## src/design/hsp_pkg.sv

```systemverilog
package hsp_pkg;

    localparam int COORD_BITS   = 10;
    localparam int FRAC_BITS    = 16;
    localparam int BRIGHT_BITS  = 7;
    localparam int BRIGHT_MAX   = 100;
    localparam int CFG_RESET    = 100;
    localparam int CFG_IDX_BITS = 1;
    localparam int CH_BITS      = 16;
    localparam int SECTOR_BITS  = 3;

    localparam logic [CH_BITS-1:0] FULL_SCALE = 16'd65025;

    localparam logic [SECTOR_BITS-1:0] SEC_1 = 3'd1;
    localparam logic [SECTOR_BITS-1:0] SEC_2 = 3'd2;
    localparam logic [SECTOR_BITS-1:0] SEC_3 = 3'd3;
    localparam logic [SECTOR_BITS-1:0] SEC_4 = 3'd4;
    localparam logic [SECTOR_BITS-1:0] SEC_5 = 3'd5;

    typedef enum logic [CFG_IDX_BITS-1:0] {
        CFG_WIDTH  = 1'b0,
        CFG_HEIGHT = 1'b1
    } t_cfg_idx;

    typedef struct packed {
        logic [CH_BITS-1:0] red;
        logic [CH_BITS-1:0] green;
        logic [CH_BITS-1:0] blue;
    } t_rgb;

endpackage

```

## src/design/hsp_obuf.sv

```systemverilog
module hsp_obuf (
    input  logic          i_clk,
    input  logic          i_rst_n,
    input  logic          i_vld,
    input  hsp_pkg::t_rgb i_data,
    input  logic          i_stall,
    output logic          o_valid,
    output hsp_pkg::t_rgb o_data,
    output logic          o_full
);

    logic          r_out_vld;
    logic          r_skid_vld;
    hsp_pkg::t_rgb r_out;
    hsp_pkg::t_rgb r_skid;
    logic          w_take;

    assign w_take = r_out_vld && !i_stall;

    always_ff @(posedge i_clk) begin
        if (!i_rst_n) begin
            r_out_vld  <= 1'b0;
            r_skid_vld <= 1'b0;
        end else if (r_skid_vld) begin
            if (w_take) begin
                r_skid_vld <= 1'b0;
            end
        end else if (!r_out_vld || w_take) begin
            r_out_vld <= i_vld;
        end else if (i_vld) begin
            r_skid_vld <= 1'b1;
        end
    end

    always_ff @(posedge i_clk) begin
        if (r_skid_vld) begin
            if (w_take) begin
                r_out <= r_skid;
            end
        end else if (!r_out_vld || w_take) begin
            if (i_vld) begin
                r_out <= i_data;
            end
        end else if (i_vld) begin
            r_skid <= i_data;
        end
    end

    assign o_valid = r_out_vld;
    assign o_data  = r_out;
    assign o_full  = r_skid_vld;

endmodule

```

## config.mk

```make
export PLATFORM = sky130hd
export DESIGN_NAME = hsp_obuf
export DESIGN_NICKNAME = d
export VERILOG_FILES = /design/src/design/hsp_pkg.sv /design/src/design/hsp_obuf.sv
export SDC_FILE = /design/constraint.sdc
export NUM_CORES = 1
export LEC_CHECK = 0
export BUFFER_PORTS_ARGS = -buffer_cell sky130_fd_sc_hd__buf_2
export CELL_PAD_IN_SITES_DETAIL_PLACEMENT = 0
export CELL_PAD_IN_SITES_GLOBAL_PLACEMENT = 1
export CORE_AREA = 2 2 97 99
export CTS_CLUSTER_SIZE = 10
export DETAILED_ROUTE_END_ITERATION = 16
export DIE_AREA = 0 0 99 101
export PLACE_DENSITY_LB_ADDON = 0.1
export SYNTH_ARGS = -nofsm -noshare
export SYNTH_HDL_FRONTEND = slang
export SYNTH_SLANG_ARGS = --single-unit
```

## constraint.sdc

```tcl
create_clock -name i_clk -period 5.2 [get_ports i_clk]
set_clock_uncertainty 0.2 [all_clocks]
set_input_delay 0.52 -clock i_clk [delete_from_list [all_inputs] [get_ports i_clk]]
set_output_delay 0.52 -clock i_clk [all_outputs]
set_load 0.02 [all_outputs]
```

==> impl_metrics.ini <==
[run_status]
status = finished clean

[floorplan]
initial_core_util = 0.424
rows = 35
core_area_sq_um = 8980
fp.dieH_um = 101
num_io_pins = 102
die_area_sq_um = 10000
die_w_um = 99

[synthesis]
ys_warn_count = 0
avgSynthCellArea_sq_um = 23.5
yosysSeqAreaShare = 0.768
synth_seq_cells = 98
syn_inst = 162
synthDistinctLibCells = 15
syn-num-nets = 214
synth_area_sq_um = 3810

[sta]
slew_viol_final = 0
finalWorstPathRequiredPeriod_ps = 2990
relSlewSlack = 0.319
fmax_ghz = 0.334
hold_viol_final = 0
worstMarginPinSlew_ps = 1020
rsz0062_at_grt = no
fin_ws_ps = 2210
tns_ps = 0
period_share = 0.575
setup_viol = 0

[placed_design]
dp_hpwl_mm = 3.90
io_buffers = 101
preCtsSetupSlack_ps = 2130
gp_congestion = 0.709

[clock_tree]
cts_tree = done
ctsHoldBuffers = 0
post_cts_buffers = 0
cts_buffers = 9
post_cts_resize_count = 0
clock_sinks = 98
root_buffer = clkbuf_8
cts_buffer_depth = 2
clkTransAtPathRegs_ps = 90
h-tree-depth = 3
clock_latency_ps = 340

[layout]
fin_nets = 322
drive_gt1_frac = 0.613
seq_area_sq_um = 2930
nFillCells = 755
antenna_cells = 0
final_common_cell = buf_2
syn_to_final_growth_pct = 19.3
multi_input_area_sq_um = 797
layout_common_cells = 101 x buf_2, 96 x edfxtp_1, 47 x mux2_4

[setup_path]
r2r_start = o_full
end_kind = flip-flop
critical_path_class = reg -> reg
cp.required_ps = 5030
arrival_ps = 2820
crit_fanout = 53
crit_path_start_kind = flip-flop
startpoint = o_full

[global_route]
grt_use_total = 0.123
grt_max_degree = 54
antenna_found_initial = 0
grt_pass1_vias = 1758
grt_pass1_wl_mm = 9.09
overflow = 0

[min_path]
hold_class = in -> reg
hold_start = i_data[11]

[drt]
dr.pass1.iters = 4
drt_wl_total_mm = 6.10
avgRoutedWirePerCell_um = 15.8
ant_nets = 0
drt_iter0_markers = 98
via_count = 1808
drc_errors = 0
via_per_inst = 4.70

[power_and_ir_drop]
ir_drop_uv = 141
pwr_density_cell_nw_per_um2 = 336
p_leak_nw = 1.76

[job]
cap_viol_max_count = 0
-- worst paths after layout --
check                             endpoint  slack (ps)  cells after the start
worst max-delay path            o_data[17]        2210                      3
worst min-delay path            r_skid[11]         160                      1
worst max register to register  o_data[17]        2210                      3
worst min register to register   o_data[7]         350                      1
-- registers in the layout, summed over array words and instances, names as in the netlist --
name,count
o_full,1
o_valid,1
r_skid,48
o_data,48
-- critical path, stage by stage, from the launching register on --
cell	delay, ps
dfxtp_4	990
nand2_1	230
a21boi_4	830
buf_4	410
-- Yosys cell counts, drive strengths merged --
master | instances | share of area
a21boi | 2 | 0.0039
a21oi | 1 | 0.0013
buf | 6 | 0.028
dfxtp | 2 | 0.011
edfxtp | 96 | 0.76
mux2 | 48 | 0.19
nand2 | 2 | 0.0020
nand2b | 1 | 0.0016
nor2 | 1 | 0.00098
nor2b | 1 | 0.0016
nor3b | 1 | 0.0033
o21ai | 1 | 0.0013
-- routing by layer --
layer  part of all wire  GRT usage  routed length (um)
met5                  0          0                   0
met4              0.017     0.0664                 105
met3              0.071     0.0368                 434
met2               0.46      0.182                2820
met1               0.45      0.163                2740
-- stage by stage --
stage          hold slack, ps  cells  utilization  power, mW  area (sq um)
2_1_floorplan             323    162            -       1.07          3810
3_3_place_gp              319    370        0.488       1.13          4380
3_5_place_dp              334    370        0.488       1.14          4380
4_1_cts                   136    385        0.506       1.55          4540
5_1_grt                   132    385        0.506       1.60          4540
6_report                  158    385        0.506       1.53          4540
-- cell type report --
type | instances | area share
clock buffer | 10 | 0.0281
clock inverter | 5 | 0.00716
multi-input combinational | 58 | 0.175
sequential | 98 | 0.644
tap | 111 | 0.0306
timing repair buffer | 103 | 0.115
-- power breakdown --
group / switching, mW / internal, mW / total, mW
Sequential: 0.0234 / 0.919 / 0.943
Clock: 0.244 / 0.170 / 0.414
Combinational: 0.0893 / 0.0818 / 0.171
-- logic make-up after synthesis --
family,count (synthesis),synth area share
DFF,98,0.768
buffers and inverters,6,0.0279
muxes,48,0.188
AOI/OAI and AO/OA,4,0.00657
and+or+nand+nor,6,0.00953
Power figures use the tool's default switching activity.
