**config.mk**
```make
export PLATFORM = sky130hd
export DESIGN_NAME = hsp_calc
export DESIGN_NICKNAME = d
export VERILOG_FILES = /design/src/design/hsp_pkg.sv /design/src/design/hsp_calc.sv
export SDC_FILE = /design/constraint.sdc
export NUM_CORES = 2
export LEC_CHECK = 0
export ABC_AREA = 1
export BUFFER_PORTS_ARGS = -buffer_cell sky130_fd_sc_hd__buf_2
export CAP_MARGIN = 20
export CORE_MARGIN = 3
export CORE_UTILIZATION = 35
export CTS_BUF_LIST = sky130_fd_sc_hd__clkbuf_2 sky130_fd_sc_hd__clkbuf_4 sky130_fd_sc_hd__clkbuf_8
export DETAILED_ROUTE_END_ITERATION = 16
export SKIP_CTS_REPAIR_TIMING = 1
export SLEW_MARGIN = 0
export SYNTH_ARGS = -nofsm -noshare
export SYNTH_HDL_FRONTEND = slang
export SYNTH_SLANG_ARGS = --single-unit
```
**constraint.sdc**
```tcl
create_clock -name i_clk -period 12.2 [get_ports i_clk]
set_input_delay 2.44 -clock i_clk [delete_from_list [all_inputs] [get_ports i_clk]]
set_output_delay 2.44 -clock i_clk [all_outputs]
set_load 0.005 [all_outputs]
```
**src/design/hsp_pkg.sv**
```systemverilog
package hsp_pkg;

    localparam int COORD_BITS   = 10;
    localparam int FRAC_BITS    = 16;
    localparam int BRIGHT_BITS  = 7;
    localparam int BRIGHT_MAX   = 100;
    localparam int CFG_RESET    = 100;
    localparam int CFG_IDX_BITS = 1;
    localparam int CH_BITS      = 16;
    localparam int SECTOR_BITS  = 3;

    localparam logic [CH_BITS-1:0] FULL_SCALE = 16'd65025;

    localparam logic [SECTOR_BITS-1:0] SEC_1 = 3'd1;
    localparam logic [SECTOR_BITS-1:0] SEC_2 = 3'd2;
    localparam logic [SECTOR_BITS-1:0] SEC_3 = 3'd3;
    localparam logic [SECTOR_BITS-1:0] SEC_4 = 3'd4;
    localparam logic [SECTOR_BITS-1:0] SEC_5 = 3'd5;

    typedef enum logic [CFG_IDX_BITS-1:0] {
        CFG_WIDTH  = 1'b0,
        CFG_HEIGHT = 1'b1
    } t_cfg_idx;

    typedef struct packed {
        logic [CH_BITS-1:0] red;
        logic [CH_BITS-1:0] green;
        logic [CH_BITS-1:0] blue;
    } t_rgb;

endpackage

```
**src/design/hsp_calc.sv**
```systemverilog
module hsp_calc #(
    parameter int FRAC_BITS = hsp_pkg::FRAC_BITS
) (
    input  logic                            i_clk,
    input  logic                            i_rst_n,
    input  logic                            i_adv,
    input  logic                            i_vld,
    input  logic [hsp_pkg::SECTOR_BITS-1:0] i_sector,
    input  logic [FRAC_BITS-1:0]            i_frac,
    input  logic [FRAC_BITS:0]              i_sat,
    input  logic [FRAC_BITS:0]              i_val,
    output logic                            o_vld,
    output hsp_pkg::t_rgb                   o_rgb
);

    localparam int PW = 2 * FRAC_BITS + 2;
    localparam int CW = FRAC_BITS + 1 + hsp_pkg::CH_BITS;
    localparam logic [FRAC_BITS:0] ONE_Q = {1'b1, {FRAC_BITS{1'b0}}};

    logic [3:0] r_vld;

    logic [PW-1:0] w_p_prod;
    logic [PW-1:0] w_sf_prod;
    logic [PW-1:0] w_sf2_prod;
    logic [FRAC_BITS:0] r_s1_p;
    logic [FRAC_BITS:0] r_s1_sf;
    logic [FRAC_BITS:0] r_s1_sf2;
    logic [FRAC_BITS:0] r_s1_v;
    logic [hsp_pkg::SECTOR_BITS-1:0] r_s1_sec;
    logic r_s1_vz;
    logic r_s1_sz;

    logic [PW-1:0] w_q_prod;
    logic [PW-1:0] w_t_prod;
    logic [FRAC_BITS:0] r_s2_p;
    logic [FRAC_BITS:0] r_s2_q;
    logic [FRAC_BITS:0] r_s2_t;
    logic [FRAC_BITS:0] r_s2_v;
    logic [hsp_pkg::SECTOR_BITS-1:0] r_s2_sec;
    logic r_s2_vz;
    logic r_s2_sz;

    logic [FRAC_BITS:0] n_r;
    logic [FRAC_BITS:0] n_g;
    logic [FRAC_BITS:0] n_b;
    logic [FRAC_BITS:0] r_s3_r;
    logic [FRAC_BITS:0] r_s3_g;
    logic [FRAC_BITS:0] r_s3_b;

    logic [CW-1:0] w_red_prod;
    logic [CW-1:0] w_green_prod;
    logic [CW-1:0] w_blue_prod;
    hsp_pkg::t_rgb r_s4_rgb;

    always_ff @(posedge i_clk) begin
        if (!i_rst_n) begin
            r_vld <= '0;
        end else if (i_adv) begin
            r_vld <= {r_vld[2:0], i_vld};
        end
    end

    assign w_p_prod   = PW'(i_val) * PW'(ONE_Q - i_sat);
    assign w_sf_prod  = PW'(i_sat) * PW'(i_frac);
    assign w_sf2_prod = PW'(i_sat) * PW'(ONE_Q - {1'b0, i_frac});

    always_ff @(posedge i_clk) begin
        if (i_adv) begin
            r_s1_p   <= w_p_prod[2*FRAC_BITS:FRAC_BITS];
            r_s1_sf  <= w_sf_prod[2*FRAC_BITS:FRAC_BITS];
            r_s1_sf2 <= w_sf2_prod[2*FRAC_BITS:FRAC_BITS];
            r_s1_v   <= i_val;
            r_s1_sec <= i_sector;
            r_s1_vz  <= (i_val == '0);
            r_s1_sz  <= (i_sat == '0);
        end
    end

    assign w_q_prod = PW'(r_s1_v) * PW'(ONE_Q - r_s1_sf);
    assign w_t_prod = PW'(r_s1_v) * PW'(ONE_Q - r_s1_sf2);

    always_ff @(posedge i_clk) begin
        if (i_adv) begin
            r_s2_p   <= r_s1_p;
            r_s2_q   <= w_q_prod[2*FRAC_BITS:FRAC_BITS];
            r_s2_t   <= w_t_prod[2*FRAC_BITS:FRAC_BITS];
            r_s2_v   <= r_s1_v;
            r_s2_sec <= r_s1_sec;
            r_s2_vz  <= r_s1_vz;
            r_s2_sz  <= r_s1_sz;
        end
    end

    // Sector six and unused codes fall through to sector nought.
    always_comb begin
        case (r_s2_sec)
            hsp_pkg::SEC_1: begin
                n_r = r_s2_q; n_g = r_s2_v; n_b = r_s2_p;
            end
            hsp_pkg::SEC_2: begin
                n_r = r_s2_p; n_g = r_s2_v; n_b = r_s2_t;
            end
            hsp_pkg::SEC_3: begin
                n_r = r_s2_p; n_g = r_s2_q; n_b = r_s2_v;
            end
            hsp_pkg::SEC_4: begin
                n_r = r_s2_t; n_g = r_s2_p; n_b = r_s2_v;
            end
            hsp_pkg::SEC_5: begin
                n_r = r_s2_v; n_g = r_s2_p; n_b = r_s2_q;
            end
            default: begin
                n_r = r_s2_v; n_g = r_s2_t; n_b = r_s2_p;
            end
        endcase
        if (r_s2_vz) begin
            n_r = '0; n_g = '0; n_b = '0;
        end else if (r_s2_sz) begin
            n_r = r_s2_v; n_g = r_s2_v; n_b = r_s2_v;
        end
    end

    always_ff @(posedge i_clk) begin
        if (i_adv) begin
            r_s3_r <= n_r;
            r_s3_g <= n_g;
            r_s3_b <= n_b;
        end
    end

    assign w_red_prod   = CW'(r_s3_r) * CW'(hsp_pkg::FULL_SCALE);
    assign w_green_prod = CW'(r_s3_g) * CW'(hsp_pkg::FULL_SCALE);
    assign w_blue_prod  = CW'(r_s3_b) * CW'(hsp_pkg::FULL_SCALE);

    always_ff @(posedge i_clk) begin
        if (i_adv) begin
            r_s4_rgb.red   <= w_red_prod[FRAC_BITS+hsp_pkg::CH_BITS-1:FRAC_BITS];
            r_s4_rgb.green <= w_green_prod[FRAC_BITS+hsp_pkg::CH_BITS-1:FRAC_BITS];
            r_s4_rgb.blue  <= w_blue_prod[FRAC_BITS+hsp_pkg::CH_BITS-1:FRAC_BITS];
        end
    end

    assign o_vld = r_vld[3];
    assign o_rgb = r_s4_rgb;

endmodule

```
==> impl_metrics.yaml <==
yosys:
  synthCells: 8754
  synthTopCellsByCount: "inv_1, nand2_1, fa_1, ha_1, nor2_1"
  syn-num-nets: 11000
  synth_top_area_share_pct: 37.7
  ys_types: 56
  synth_top_area_cell: "fa_1"
  avgSynthCellArea_um2: 8.12
  syn_area_mm2: 0.0710
  ys_ff_latch: 249
  async_flop_share_pct: 0
  synthTopCellsByArea: "fa_1, ha_1, inv_1, edfxtp_1, nand2_1"
  synth_ff_type: "edfxtp_1"
  yosys_warnings: 0
  synth_edf_count: 245
  ys_seq_area_share_pct: 10.5
  yosysMostFrequentCell: "inv_1"
critical_path:
  cp-start-kind: "input pin"
  setup.worst_path.class: "input pin to flop"
  crit_fanout: 18
  crit_top_cell: "fa_1"
  reg2reg_to: "r_s2_t[16]$_DFFE_PP_"
  required_ns: 12.64
  reg2reg_setup_slack_ns: 4.01
  rr_worst_depth: 33
  r2r-start: "r_s1_sf2[0]$_DFFE_PP_"
  max_stage_delay_ns: 0.56
  cpMaxStageDelayCell: "fa_1"
  worstPathArrival_ns: 9.93
  cp-end-kind: "flop"
hold_path:
  holdPathEnd: "r_s2_p[6]$_DFFE_PP_"
  hold_path_class: "flop to flop"
  hp-start: "r_s1_p[6]$_DFFE_PP_"
  whs_path_depth: 0
place:
  globalplace.congestion: 0.915
  hpwl_um: 173000
  placed_cells_incl_taps: 11300
  port_buffers: 105
die:
  die_y_um: 457
  pin_count: 106
  start_util_pct: 35.4
  rows: 164
  fp.dieW_um: 457
  dieArea_mm2: 0.208
  core_mm2: 0.201
cells_and_area:
  syn2layout_area_growth_pct: 5.70
  finalNetCount: 10900
  drive_gt1_share_pct: 3.45
  largest_register_ffs: 48
  fillerInstances: 20800
  final_cells: 11400
grt:
  grt_pass1_wl_um: 337000
  grt_max_degree: 74
  grt_overflow: 0
  grtUsageMet1_pct: 26.7
  top_usage_layer: "met2"
  grt_use_total_pct: 20.5
  use_met2_pct: 35.3
  grt_pass1_vias: 60400
  antenna_found_initial: 7
  gr-usage-met3_pct: 2.23
sta:
  setup_viol: 0
  rsz0062_at_grt: "false"
  setup_tns_ns: 0
  tightest_slew_ns: 1.13
  fin_worst_skew_ns: 0.0439
  max_freq_mhz: 105
  slew_viol_final: 0
  post-route-min-period_ns: 9.50
  maxSlewHeadroom_pct: 24.9
  fin_crit_sh_pct: 77.9
  finalHoldViolCount: 0
clock_tree:
  cts_tree: "built"
  cts_max_level: 2
  clock_latency_ns: 0.70
  cts_sinks: 249
  numCtsBuffers: 47
  clock-root-buffer: "clkbuf_8"
  clock_path_buffers: 3
  clk_pin_slew_worst_paths_ns: 0.06
flow_run:
  cap_violations: 0
drt:
  wirelength_um: 212000
  vias: 56200
  viasPerCell: 4.93
  wl_per_cell_um: 18.6
  drtIter0Drc: 3854
  antenna_left: 0
  drt_drc_violations_left: 0
  dr.pass1.iters: 8
outcome:
  status: "finished clean"
## metal layers
layer	vias up	routed length, um	part of all wire [%]
met5	-	13	0.0061
met4	2	8310	3.9
met3	424	11500	5.4
met2	1865	102000	48
met1	27900	90200	43
li1	25900	-	-
## cells in the final DEF (no fill, tap or decap), types with 105 or more instances in the layout
master | netlist | layout
ha_1 | 804 | 804
inv_1 | 2307 | 2307
o21ai_0 | 162 | 162
buf_2 | 45 | 105
nand2_1 | 1856 | 1856
nand3_1 | 200 | 200
fa_1 | 1338 | 1338
a21oi_1 | 248 | 248
edfxtp_1 | 245 | 245
nor2_1 | 769 | 769
## area by class of cell
| class | instances | area [um^2] | area share [%] |
|---|---|---|---|
| Clock inverter | 30 | 244 | 0.325 |
| Timing Repair Buffer | 153 | 901 | 1.20 |
| Antenna cell | 2 | 5.00 | 0.00666 |
| Multi-Input combinational cell | 5901 | 53700 | 71.5 |
| Tap cell | 2656 | 3320 | 4.43 |
| Clock buffer | 55 | 707 | 0.941 |
| Sequential cell | 249 | 7440 | 9.90 |
| Inverter | 2339 | 8780 | 11.7 |
## worst max-delay path by stage
stage                     startpoint                endpoint  slack (ns)  depth (start not counted)
final                      i_frac[1]  r_s1_sf2[12]$_DFFE_PP_        2.70                         28
after global routing        i_sat[1]    r_s1_p[12]$_DFFE_PP_        2.32                         29
after CTS                   i_sat[1]    r_s1_p[12]$_DFFE_PP_        2.92                         29
after detailed placement    i_sat[1]    r_s1_p[12]$_DFFE_PP_        2.13                         29
after global placement      i_sat[1]    r_s1_p[12]$_DFFE_PP_        2.16                         29
after floorplan             i_sat[0]    r_s1_p[12]$_DFFE_PP_        3.42                         32
## kinds of logic (layout without fill, tap and decap cells)
group	after synthesis	count (layout)	synth area share (%)
simple gates	3016	3016	17.1
fa+ha+maj	2142	2142	51.9
xor+xnor	113	113	1.39
buf+inv	2604	2577	14.0
compound gates	630	630	5.20
other cells	0	2	0
flops	249	249	10.5
## metrics by stage
step / utilization (%) / hold WS [ns] / setup WS [ns] / instance area [um^2]
5_1_grt: 37.4 / 0.417 / 2.32 / 75100
3_3_place_gp: 36.9 / 0.401 / 2.16 / 74100
3_5_place_dp: 36.9 / 0.405 / 2.13 / 74100
6_report: 37.4 / 0.411 / 2.70 / 75100
4_1_cts: 37.4 / 0.411 / 2.92 / 75100
2_1_floorplan: - / 0.400 / 3.42 / 71000
## critical path: cells and delay by family
| kind | cells | cell delay [ns] |
|---|---|---|
| adder cells (fa/ha/maj) | 8 | 3.70 |
| AND/OR/NAND/NOR | 7 | 1.23 |
| AO/OA/AOI/OAI | 6 | 1.21 |
| buffers and inverters | 6 | 0.94 |
| XOR/XNOR | 1 | 0.38 |
Power is left out: the tool's default activity adds up to more than one toggle a clock period on the data nets, which glitch-free logic cannot reach.
