## src/design/hsp_div_pipe.sv

```systemverilog
module hsp_div_pipe #(
    parameter int NB = 29,
    parameter int DB = 11,
    parameter int QB = 19
) (
    input  logic          i_clk,
    input  logic          i_adv,
    input  logic [NB-1:0] i_num,
    input  logic [DB-1:0] i_den,
    output logic [QB-1:0] o_quo
);

    logic [DB-1:0] r_rem [QB-1];
    logic [QB-1:0] r_low [QB-1];
    logic [QB-1:0] r_quo [QB];

    for (genvar k = 0; k < QB; k++) begin : g_stage
        logic [DB-1:0] w_rem_in;
        logic [QB-1:0] w_low_in;
        logic [QB-1:0] w_quo_in;
        logic [DB:0]   w_trial;
        logic          w_ge;

        if (k == 0) begin : g_first
            assign w_rem_in = DB'(i_num[NB-1:QB]);
            assign w_low_in = i_num[QB-1:0];
            assign w_quo_in = '0;
        end else begin : g_next
            assign w_rem_in = r_rem[k-1];
            assign w_low_in = r_low[k-1];
            assign w_quo_in = r_quo[k-1];
        end

        assign w_trial = {w_rem_in, w_low_in[QB-1]};
        assign w_ge    = (w_trial >= {1'b0, i_den});

        always_ff @(posedge i_clk) begin
            if (i_adv) begin
                r_quo[k] <= {w_quo_in[QB-2:0], w_ge};
            end
        end

        if (k < QB - 1) begin : g_carry
            logic [DB:0] n_diff;
            assign n_diff = w_trial - {1'b0, i_den};
            always_ff @(posedge i_clk) begin
                if (i_adv) begin
                    r_rem[k] <= w_ge ? n_diff[DB-1:0] : w_trial[DB-1:0];
                    r_low[k] <= {w_low_in[QB-2:0], 1'b0};
                end
            end
        end
    end

    assign o_quo = r_quo[QB-1];

endmodule

```

## config.mk

```make
export PLATFORM = sky130hd
export DESIGN_NAME = hsp_div_pipe
export DESIGN_NICKNAME = d
export VERILOG_FILES = /design/src/design/hsp_div_pipe.sv
export SDC_FILE = /design/constraint.sdc
export NUM_CORES = 1
export LEC_CHECK = 0
export BUFFER_PORTS_ARGS = -buffer_cell sky130_fd_sc_hd__buf_2
export CAP_MARGIN = 20
export CORE_UTILIZATION = 57
export DETAILED_ROUTE_END_ITERATION = 8
export PLACE_DENSITY = 0.76
export SYNTH_ARGS = -nofsm -noshare
export SYNTH_HDL_FRONTEND = slang
export SYNTH_SLANG_ARGS = --single-unit
```

## constraint.sdc

```tcl
create_clock -name i_clk -period 2.48 [get_ports i_clk]
set_input_delay 0.372 -clock i_clk [delete_from_list [all_inputs] [get_ports i_clk]]
set_output_delay 0.372 -clock i_clk [all_outputs]
set_load 0.01 [all_outputs]
```

==> summary.log, run 1 <==
qor: setup_path.worst-r2r-setup-slack -0.08 ns
qor: sta.timing_max_transition_violations_final 0
qor: yosys.yosysWarnings 0
qor: sta.maxClockFrequency 391 MHz
qor: sta.timing.final.hold_violations 0
qor: global_routing.antenna_found_initial 0
qor: yosys.prevailing_post_synth_register_cell edfxtp_1
qor: cts.insertion_delay 0.61 ns
qor: setup_path.critical_path.cell_chain inv_2, ha_4, fa_2, nor2b_2, o21ai_2, nand2_2, a41oi_2, o21bai_1, a41o_1, clkbuf_16, mux2_4
qor: route.final_antenna_net_count 0
qor: pwr.pwr_density_cell 1250 nW/um2
qor: pwr.power.leakage 14.5 nW
qor: sta.clock-skew-final 0.00880 ns
qor: yosys.synth_area_leader_cell edfxtp_1
qor: route.firstDrtPassIters 5
qor: global_routing.grt_overflow_total 0
qor: route.drt-vias-per-instance 5.64
qor: setup_path.critical_path_peak_fanout 5
qor: route.dr_total_vias 18.4k
qor: yosys.synth.yosys.seq_area_share 59.4%
qor: floorplanning.die_area 50,500 um2
qor: place.globalplace.congestion 0.900
qor: yosys.synth_top_cells_by_count edfxtp_1 (559), ha_1 (209), a21oi_1 (157)
qor: yosys.post_synth_num_cell_types 64
qor: route.routedWlPerCell 18.2 um
qor: setup_path.path_buf_inv 2
qor: sta.finalCritPeriodShare 103%
qor: sta.setup_viol_count_final 27
qor: setup_path.timing.critical_path.required 2.83 ns
qor: yosys.async_reset_ff_share 0%
qor: layout.post_route_cells_drive_above_1_share 30.9%
qor: yosys.synth.top_cells.by_area edfxtp_1 (59%), ha_1 (9.2%), xnor2_1 (2.8%)
qor: yosys.postSynthNetCount 2,321
qor: worst_hold_path.hold_path.startpoint i_num[20]
qor: route.drt_wirelength 59,500 um
qor: global_routing.grt_pass1_vias 18.9k
qor: setup_path.reg2regPathDepth 11
qor: sta.rsz0062_at_grt yes
qor: run.max-cap-violations 0
qor: setup_path.setup.worst_path.class flip-flop to flip-flop
qor: layout.antenna_cells 0
qor: cts.clockRootBuffer clkbuf_16
qor: place.place_inst 3,080
qor: setup_path.timing.critical_path.from_type flip-flop
qor: yosys.number_of_storage_elements_in_the_synthesis_netlist 559
qor: sta.slew_headroom 58.6%
qor: sta.fin_crit_period 2.56 ns
qor: setup_path.critical_path.max_stage_delay 0.39 ns
qor: cts.htree_num_levels 2
qor: place.placement.setup.worst_slack -0.476 ns
qor: global_routing.grt_start_max_net_pins 59
qor: sta.setup-tns-final -0.729 ns
qor: cts.tritoncts_clock_tree yes
qor: place.place_hpwl 39,100 um
qor: cts.cts_inserted_buffers 58
qor: yosys.count_leader_synth edfxtp_1
qor: yosys.synth_top_area_share 59.4%
qor: layout.post_layout_cell_count 3,261
qor: cts.clock_sinks 559
qor: setup_path.crit-reg2reg-launch r_low[1][17]
qor: cts.cts-root-to-sink-buffers 3
qor: yosys.synthesis.area_per_instance 13.8 um2
qor: run_status.failed_checks negative setup slack
qor: setup_path.worst_path_slowest_cell fa_2
qor: yosys.netlist_area 28,300 um2
qor: setup_path.worstSetupEndpointType flip-flop
qor: layout.fillers 3,118
qor: global_routing.total_global_route_track_usage 23.5%
qor: place.io_buffer_count 60
qor: floorplanning.die_w 225 um
qor: route.drt-initial-drc-count 1,030
qor: pwr.vdd_ir_drop_max 0.000651 V
qor: setup_path.critical-path-top-delay-family compound AO/OA/AOI/OAI gates
qor: worst_hold_path.hold_depth 2
qor: setup_path.cp.arrival 2.91 ns
qor: layout.layout-area-overhead-vs-synth 26.0%
qor: floorplanning.core_area 49,000 um2
qor: run_status.run_status finished with violations
qor: layout.fin_nets 2,818
qor: cts.path_clk_slew 0.06 ns
qor: floorplanning.pin_count 61
qor: floorplanning.initial_core_util 57.8%
qor: yosys.synth_enable_flop_cells 559
qor: setup_path.critical_path.reg2reg.endpoint r_rem[2][8]
qor: sta.timing.final.ws_setup -0.0797 ns
qor: floorplanning.num_rows 81
qor: worst_hold_path.hold_path_class input pin to flip-flop
qor: sta.tightest_slew 0.621 ns
qor: global_routing.grt_first_pass_wirelength 93,800 um
qor: worst_hold_path.whs_endpoint r_rem[0][2]
qor: floorplanning.chipHeight 225 um
qor: route.detail_route.drc_violations 0
qor: yosys.post_synth_inst_count 2,052
cells in the final DEF, fill, tap and decap left out, types with 33 or more instances in the layout:
| cell type | synthesis | layout |
|---|---|---|
| buf_4 | 5 | 326 |
| xnor2_1 | 91 | 91 |
| clkbuf_16 | 0 | 63 |
| buf_2 | 2 | 59 |
| ha_1 | 209 | 189 |
| nor2_1 | 100 | 100 |
| a21o_1 | 33 | 33 |
| inv_1 | 90 | 71 |
| edfxtp_1 | 559 | 559 |
| mux2_4 | 43 | 128 |
| o21ai_0 | 105 | 104 |
| a21oi_1 | 157 | 137 |
| nand2_1 | 142 | 137 |
flip-flops by register name (all words and copies together), names as in the netlist:
register and cells:
r_rem 198, r_low 171, r_quo 190
cell type report:
cell class              instances  area, um2  area share (%)
clock buffers                  68       1550            4.36
clock inverters                40        443            1.24
inverters                      91        357            1.00
multi-input cells            1379      11800            33.1
flip-flops and latches        559      16800            47.1
well taps                     664        831            2.33
repair buffers                460       3860            10.8
routing by layer:
metal	GRT usage, %	up-vias	share of wire [%]
li1	-	8903	-
met4	10.5	0	4.2
met5	0	-	0
met2	42.2	431	51
met3	3.25	159	3.9
met1	28.1	8909	41
what timing repair did:
item	CTS	global route
hold endpoints to repair	18	0
hold buffers	18	0
cloned	6	1
gates resized for setup	66	181
pin swaps	23	56
setup buffers	19	30
setup endpoints to repair	131	174
power by group:
part | internal (mW) | switching (mW) | leakage (nW)
Clock | 5.48 | 3.55 | 0.972
Combinational | 11.5 | 9.15 | 8.09
Sequential | 13.5 | 1.13 | 5.45
metrics by stage:
step | power, mW | hold WS [ns] | cell area [um2] | util (%)
3_5_place_dp | 32.5 | 0.405 | 32100 | 65.5
4_1_cts | 42.4 | 0.0741 | 34700 | 70.8
3_3_place_gp | 31.7 | 0.400 | 32100 | 65.5
6_report | 44.3 | 0.101 | 35600 | 72.7
5_1_grt | 46.9 | 0.107 | 35600 | 72.7
2_1_floorplan | 26.5 | 0.400 | 28300 | -
worst max path at each step:
| stage | start | slack, ns | end | depth (start not counted) |
|---|---|---|---|---|
| after floorplan | i_den[2] | -0.13 | r_rem[5][3] | 10 |
| after global placement | i_den[0] | -0.38 | r_rem[1][2] | 12 |
| after detailed placement | i_den[0] | -0.48 | r_rem[9][2] | 12 |
| after CTS | r_low[15][17] | -0.03 | r_rem[16][4] | 12 |
| after global routing | r_low[1][17] | -0.15 | r_rem[2][4] | 11 |
| final | r_low[1][17] | -0.08 | r_rem[2][8] | 11 |
cell families (layout without fill, tap and decap cells):
kind of cell / after synthesis / in the layout / share of synthesized area (%)
adder cells (fa/ha/maj): 227 / 227 / 10.5
XOR/XNOR: 117 / 117 / 3.62
buffers and inverters: 114 / 659 / 1.88
multiplexers: 179 / 179 / 7.55
AND/OR/NAND/NOR: 392 / 392 / 6.55
flip-flops: 559 / 559 / 59.4
AO/OA/AOI/OAI: 464 / 464 / 10.5
Note: power is estimated with default switching activity, not from simulation.
==> inputs of run 2 (changes only) <==
Settings changed: CORE_UTILIZATION 57 to 59, CTS_BUF_LIST set to sky130_fd_sc_hd__clkbuf_8, PLACE_DENSITY 0.76 to 0.79.
==> run 2 against run 1 <==
  * The run ends with design-rule violations, negative setup slack left
  * Critical path type unchanged
  * Cell count increased by 0.12%
  * Routed wire length decreased by 2.2%
  * Sequential share of layout area rose by 0.76 points
  * Largest cell class unchanged
  * Clock power shrank 19%
  * Critical path depth unchanged
  * Worst setup slack improved by 0.025 ns
  * Fmax is 0.97% higher
  * Hold slack lost 0.054 ns
  * Largest power group unchanged
  * Sequential cell count unchanged
  * Non-clock buffer count up 2
==> summary.log, run 2 (synthesized netlist as in run 1, its figures left out) <==
qor: run_status.run_status finished with violations
qor: run_status.failed_checks design-rule violations, negative setup slack
qor: setup_path.reg2regPathDepth 11 [unchanged]
qor: sta.timing.final.hold_violations 0 [unchanged]
qor: worst_hold_path.hold_depth 2 [unchanged]
qor: setup_path.worst-r2r-setup-slack -0.06 ns [+0.02 ns]
qor: cts.insertion_delay 0.70 ns [+0.09 ns]
qor: setup_path.critical_path.reg2reg.endpoint r_rem[4][2]
qor: place.globalplace.congestion 0.906 [+0.68%]
qor: setup_path.critical_path_peak_fanout 6 [+1]
qor: cts.clock_sinks 559 [unchanged]
qor: run.max-cap-violations 0 [unchanged]
qor: sta.clock-skew-final 0.0406 ns [+0.0318 ns]
qor: pwr.pwr_density_cell 1200 nW/um2 [-3.4%]
qor: global_routing.grt_overflow_total 0 [unchanged]
qor: cts.cts-root-to-sink-buffers 3 [unchanged]
qor: setup_path.worstSetupEndpointType flip-flop
qor: layout.post_route_cells_drive_above_1_share 30.7% [-0.21 points]
qor: route.drt_wirelength 58,200 um [-2.2%]
qor: layout.reg.largest.list r_rem x198, r_quo x190, r_low x171
qor: place.place_hpwl 38,000 um [-2.9%]
qor: sta.timing_max_transition_violations_final 0 [unchanged]
qor: layout.layout.cells.most_common_list edfxtp_1 (559), buf_4 (327), ha_1 (190)
qor: layout.postLayoutCoreUtil 74.6% [+1.9 points]
qor: cts.clockRootBuffer clkbuf_8
qor: sta.maxClockFrequency 394 MHz [+0.97%]
qor: route.firstDrtPassIters 7 [+2]
qor: route.final_antenna_net_count 0 [unchanged]
qor: cts.path_clk_slew 0.06 ns [about the same]
qor: worst_hold_path.hold_path_class input pin to flip-flop
qor: sta.timing.final.ws_setup -0.0551 ns [+0.0246 ns]
qor: setup_path.cp-startpoint r_low[3][17]
qor: setup_path.timing.critical_path.from_type flip-flop
qor: global_routing.grt_first_pass_wirelength 92,500 um [-1.4%]
qor: layout.final_common_cell edfxtp_1
qor: floorplanning.num_rows 79 [-2.5%]
qor: cts.cts_inserted_buffers 92 [+59%]
qor: sta.finalCritPeriodShare 102% [-0.99 points]
qor: sta.tightest_slew 0.482 ns [-0.140 ns]
qor: setup_path.crit-reg2reg-launch r_low[3][17]
qor: sta.rsz0062_at_grt yes
qor: pwr.vdd_ir_drop_max 0.000564 V [-13%]
qor: global_routing.total_global_route_track_usage 23.6% [+0.12 points]
qor: setup_path.setup.worst_path.class flip-flop to flip-flop
qor: setup_path.timing.critical_path.required 2.92 ns [+0.09 ns]
qor: pwr.power.total 42.1 mW [-5.0%]
qor: floorplanning.die_area 48,800 um2 [-3.4%]
qor: cts.tritoncts_clock_tree yes
qor: global_routing.grt_pass1_vias 19.0k [+0.29%]
qor: floorplanning.chipHeight 221 um [-1.7%]
qor: global_routing.grt_start_max_net_pins 92 [+56%]
qor: route.drt-vias-per-instance 5.71 [+1.3%]
qor: global_routing.antenna_found_initial 1 [+1]
qor: sta.holdWs 0.0476 ns [-0.0538 ns]
qor: floorplanning.die_w 221 um [-1.7%]
qor: layout.layout-area-overhead-vs-synth 24.0%
qor: sta.fin_crit_period 2.54 ns [-0.0246 ns]
qor: layout.register_containing_the_most_flip_flops_in_the_final_layout r_rem
qor: pwr.power.leakage 14.4 nW [-0.81%]
qor: layout.largest_reg_flops 198 [unchanged]
qor: setup_path.cp.arrival 2.98 ns [+0.07 ns]
qor: sta.setup_viol_count_final 20 [-26%]
qor: floorplanning.core_area 47,000 um2 [-4.1%]
qor: place.io_buffer_count 60 [unchanged]
qor: worst_hold_path.whs_endpoint r_rem[0][5]
qor: layout.fin_nets 2,854 [+1.3%]
qor: route.dr_total_vias 18.7k [+1.4%]
qor: floorplanning.initial_core_util 60.2% [+2.5 points]
qor: route.detail_route.drc_violations 6 [+6]
qor: worst_hold_path.hold_path.startpoint i_num[23]
qor: route.routedWlPerCell 17.8 um [-2.3%]
qor: route.drt-initial-drc-count 1,290 [+25%]
qor: cts.htree_num_levels 3 [+1]
qor: floorplanning.pin_count 61 [unchanged]
qor: sta.slew_headroom 67.5% [+9.0 points]
## run 2: report_power, final
group	total, mW	switching (mW)	internal [mW]
combinational	20.2	8.97	11.2
sequential	14.7	1.11	13.6
clock	7.30	3.56	3.74
total	42.1	13.6	28.5
## run 2: timing repair
item	CTS	global route
setup buffers	15	33
resized for setup	76	135
hold buffers	22	0
setup endpoints to repair	118	164
hold endpoints to repair	22	0
pin swaps	20	39
gates cloned	9	1
## run 2: critical path, stage by stage, from the launching register on
cell and delay, ns:
edfxtp_1 0.34, inv_2 0.05, ha_4 0.15, fa_2 0.35, nor2b_1 0.13, o21ai_1 0.07, nand2b_1 0.11, a41o_1 0.15
a21oi_2 0.09, o31ai_4 0.31, buf_6 0.20, mux2_4 0.31
## run 2: metal layers
layer	global-route usage (%)	routed length (um)	up-vias
met5	0	0	-
met4	10.9	1980	0
met3	3.93	2520	145
met2	41.3	29600	461
met1	28.8	24100	9072
li1	-	-	8977
## run 2: worst max-delay path by stage
stage,endpoint,slack (ns),cells past startpoint
after floorplan,r_rem[5][3],-0.13,10
after global placement,r_rem[7][2],-0.38,12
after detailed placement,r_rem[11][10],-0.45,12
after CTS,r_rem[3][10],-0.07,11
after global routing,r_rem[3][10],-0.11,11
final,r_rem[4][2],-0.06,11
## run 2: final cells by class
cell class                 count  area (um2)
clock inverter                72         359
tap                          607         759
sequential                   559       16800
fill                        2902       11900
antenna                        1        2.50
timing repair buffer         462        3890
inverter                      91         357
clock buffer                  94        1290
multi-input combinational   1379       11600
## run 2: per-stage QoR
stage	TNS, ns	instances	cell area (um2)	worst slack, ns
floorplan	-12.78	2052	28300	-0.133
global placement	-54.64	3019	32000	-0.379
detailed placement	-65.16	3019	32000	-0.453
CTS	-0.491	3231	34300	-0.0693
global route	-7.87	3265	35000	-0.107
finish	-0.475	3265	35000	-0.0551
==> inputs of run 3 (changes only) <==
--- a/config.mk
+++ b/config.mk
@@ -12,4 +12,5 @@
 export DETAILED_ROUTE_END_ITERATION = 8
 export PLACE_DENSITY = 0.79
+export SETUP_SLACK_MARGIN = 0.1
 export SYNTH_ARGS = -nofsm -noshare
 export SYNTH_HDL_FRONTEND = slang
==> constraint.sdc (replaced) <==
create_clock -name i_clk -period 2.48 [get_ports i_clk]
set_input_delay 0.372 -clock i_clk [delete_from_list [all_inputs] [get_ports i_clk]]
set_output_delay 0.372 -clock i_clk [all_outputs]
set_load 0.005 [all_outputs]
==> run 3 against run 2 <==
  * The flow still finishes with violations (design-rule violations, negative setup slack)
  * Sequential share of layout area down 1.3 points
  * Cell count grew 1.4%
  * Register-to-register slack gained 0.04 ns
  * First-iteration DRC count decreased by 16%
  * Design area up 2.7%
  * Clock power rose by 12%
  * Fmax rose by 1.7%
  * Hold slack improved by 0.0080 ns
  * Critical path type unchanged
  * Critical endpoint is now r_rem[15][10]
  * Largest power group unchanged
==> summary.log, run 3 (synthesized netlist as in run 1, its figures left out) <==
qor: global_routing.grt_overflow_total 0 [unchanged]
qor: cts.cts-root-to-sink-buffers 3 [unchanged]
qor: floorplanning.die_w 221 um [unchanged]
qor: layout.largest_reg_flops 198 [unchanged]
qor: floorplanning.initial_core_util 60.2% [unchanged]
qor: global_routing.gr-usage-met3 4.40% [+0.46 points]
qor: setup_path.critical_path.reg2reg.endpoint r_rem[15][10]
qor: cts.tritoncts_clock_tree yes
qor: sta.timing_max_transition_violations_final 0 [unchanged]
qor: setup_path.timing.critical_path.required 2.91 ns [about the same]
qor: floorplanning.core_area 47,000 um2 [unchanged]
qor: global_routing.grt_first_pass_wirelength 95,200 um [+3.0%]
qor: layout.layout.cells.most_common_list edfxtp_1 (559), buf_4 (361), ha_1 (187)
qor: global_routing.met1_usage 29.7% [+0.87 points]
qor: layout.post_layout_cell_count 3,311 [+1.4%]
qor: sta.timing.final.ws_setup -0.0121 ns [+0.0430 ns]
qor: run.max-cap-violations 0 [unchanged]
qor: worst_hold_path.hold_path.startpoint i_num[19]
qor: pwr.pwr_density_cell 1230 nW/um2 [+2.2%]
qor: route.drt-vias-per-instance 5.71 [about the same]
qor: global_routing.groute.layer.met2.usage 42.8% [+1.5 points]
qor: pwr.power.leakage 14.8 nW [+3.2%]
qor: global_routing.antenna_found_initial 0 [-1]
qor: setup_path.cp.arrival 2.92 ns [-0.06 ns]
qor: route.firstDrtPassIters 7 [unchanged]
qor: setup_path.reg2regPathDepth 11 [unchanged]
qor: floorplanning.pin_count 61 [unchanged]
qor: sta.slew_headroom 57.3% [-10 points]
qor: sta.tightest_slew 0.641 ns [+0.159 ns]
qor: route.dr_total_vias 18.9k [+1.4%]
qor: global_routing.grt_start_max_net_pins 72 [-22%]
qor: setup_path.worst-r2r-setup-slack -0.01 ns [+0.04 ns]
qor: setup_path.timing.critical_path.from_type flip-flop
qor: route.drt-initial-drc-count 1,082 [-16%]
qor: cts.clock_sinks 559 [unchanged]
qor: setup_path.setup.worst_path.class flip-flop to flip-flop
qor: route.final_antenna_net_count 0 [unchanged]
qor: pwr.vdd_ir_drop_max 0.000890 V [+58%]
qor: cts.cts_inserted_buffers 93 [+1.1%]
qor: place.placement.setup.worst_slack -0.458 ns [-0.00491 ns]
qor: route.detail_route.drc_violations 6 [unchanged]
qor: sta.maxClockFrequency 401 MHz [+1.7%]
qor: global_routing.total_global_route_track_usage 24.4% [+0.75 points]
qor: run_status.failed_checks design-rule violations, negative setup slack
qor: sta.fin_crit_period 2.49 ns [-0.0430 ns]
qor: layout.reg.largest.list r_rem x198, r_quo x190, r_low x171
qor: cts.htree_num_levels 3 [unchanged]
qor: worst_hold_path.whs_endpoint r_rem[0][1]
qor: global_routing.grt_pass1_vias 19.5k [+2.5%]
qor: layout.layout-area-overhead-vs-synth 27.3%
qor: worst_hold_path.hold_path_class input pin to flip-flop
qor: place.place_inst 3,041 [+0.73%]
qor: sta.finalCritPeriodShare 100% [-1.7 points]
qor: layout.postLayoutCoreUtil 76.7% [+2.0 points]
qor: run_status.run_status finished with violations
qor: layout.fin_nets 2,903 [+1.7%]
qor: layout.register_containing_the_most_flip_flops_in_the_final_layout r_rem
qor: layout.final_common_cell edfxtp_1
qor: cts.clockRootBuffer clkbuf_8
qor: place.globalplace.congestion 0.927 [+2.3%]
qor: sta.clock-skew-final 0.0149 ns [-0.0257 ns]
qor: floorplanning.chipHeight 221 um [unchanged]
qor: sta.rsz0062_at_grt yes
qor: route.drt_wirelength 60,000 um [+3.1%]
qor: setup_path.critical_path_peak_fanout 6 [unchanged]
qor: cts.insertion_delay 0.69 ns [about the same]
qor: global_routing.grt_peak_use_layer met2
qor: floorplanning.die_area 48,800 um2 [unchanged]
qor: layout.antenna_cells 0 [-1]
qor: setup_path.worstSetupEndpointType flip-flop
qor: floorplanning.num_rows 79 [unchanged]
qor: worst_hold_path.hold_depth 2 [unchanged]
qor: cts.path_clk_slew 0.06 ns [about the same]
qor: route.routedWlPerCell 18.1 um [+1.7%]
qor: place.place_hpwl 38,900 um [+2.5%]
qor: setup_path.crit-reg2reg-launch r_low[14][17]
qor: sta.setup_viol_count_final 18 [-10%]
qor: layout.post_route_cells_drive_above_1_share 33.6% [+2.9 points]
qor: sta.timing.final.hold_violations 0 [unchanged]
qor: place.io_buffer_count 60 [unchanged]
[run 3: worst max-delay path by stage]
| stage | start | end | slack [ns] | depth (start not counted) |
|---|---|---|---|---|
| 3_5_place_dp | i_den[0] | r_rem[7][2] | -0.46 | 12 |
| 6_report | r_low[14][17] | r_rem[15][10] | -0.01 | 11 |
| 2_1_floorplan | i_den[2] | r_rem[5][3] | -0.13 | 10 |
| 3_3_place_gp | i_den[0] | r_rem[7][2] | -0.37 | 12 |
| 5_1_grt | r_low[3][17] | r_rem[4][10] | -0.15 | 11 |
| 4_1_cts | r_low[14][17] | r_rem[15][10] | 0.01 | 11 |
[run 3: layer usage]
layer	share of wire [%]	vias up
li1	-	9092
met1	42	9121
met2	50	518
met3	4.3	179
met4	3.8	0
met5	0	-
[run 3: worst max-delay path: stages (launching register included)]
cell,delay [ns]
edfxtp_1,0.39
inv_2,0.07
ha_4,0.16
fa_2,0.34
nor2b_1,0.14
o21ai_1,0.08
nand2b_1,0.09
a41o_1,0.15
a21oi_2,0.09
o21bai_2,0.24
buf_6,0.19
mux2_4,0.31
[run 3: stage by stage]
| step | TNS, ns | instance area, um2 | power, mW | hold WS, ns |
|---|---|---|---|---|
| after detailed placement | -66.26 | 32100 | 32.6 | 0.405 |
| after CTS | 0 | 35400 | 43.2 | 0.00998 |
| final | -0.112 | 36000 | 44.2 | 0.0556 |
| after global routing | -6.30 | 36000 | 46.8 | 0.0224 |
| after global placement | -53.23 | 32100 | 31.9 | 0.400 |
| after floorplan | -12.78 | 28300 | 26.5 | 0.400 |
[run 3: power breakdown]
part	switching [mW]	internal (mW)
clock network	3.68	4.50
logic	9.33	12.0
registers	1.14	13.6
total	14.2	30.0
[run 3: timing repair]
item | 4_1_cts | 5_1_grt
hold buffers | 24 | 0
hold endpoints to repair | 24 | 0
setup endpoints to repair | 172 | 188
buffers inserted | 45 | 28
gates cloned | 8 | 0
gates resized for setup | 194 | 99
pin swaps | 45 | 51
[run 3: layout make-up]
cell class                      count  area [um2]
Tap cell                          607         759
Sequential cell                   559       16800
Multi-Input combinational cell   1379       11900
Fill cell                        2792       11000
Clock buffer                       94        1290
Timing Repair Buffer              510        4280
Clock inverter                     71         567
Inverter                           91         368
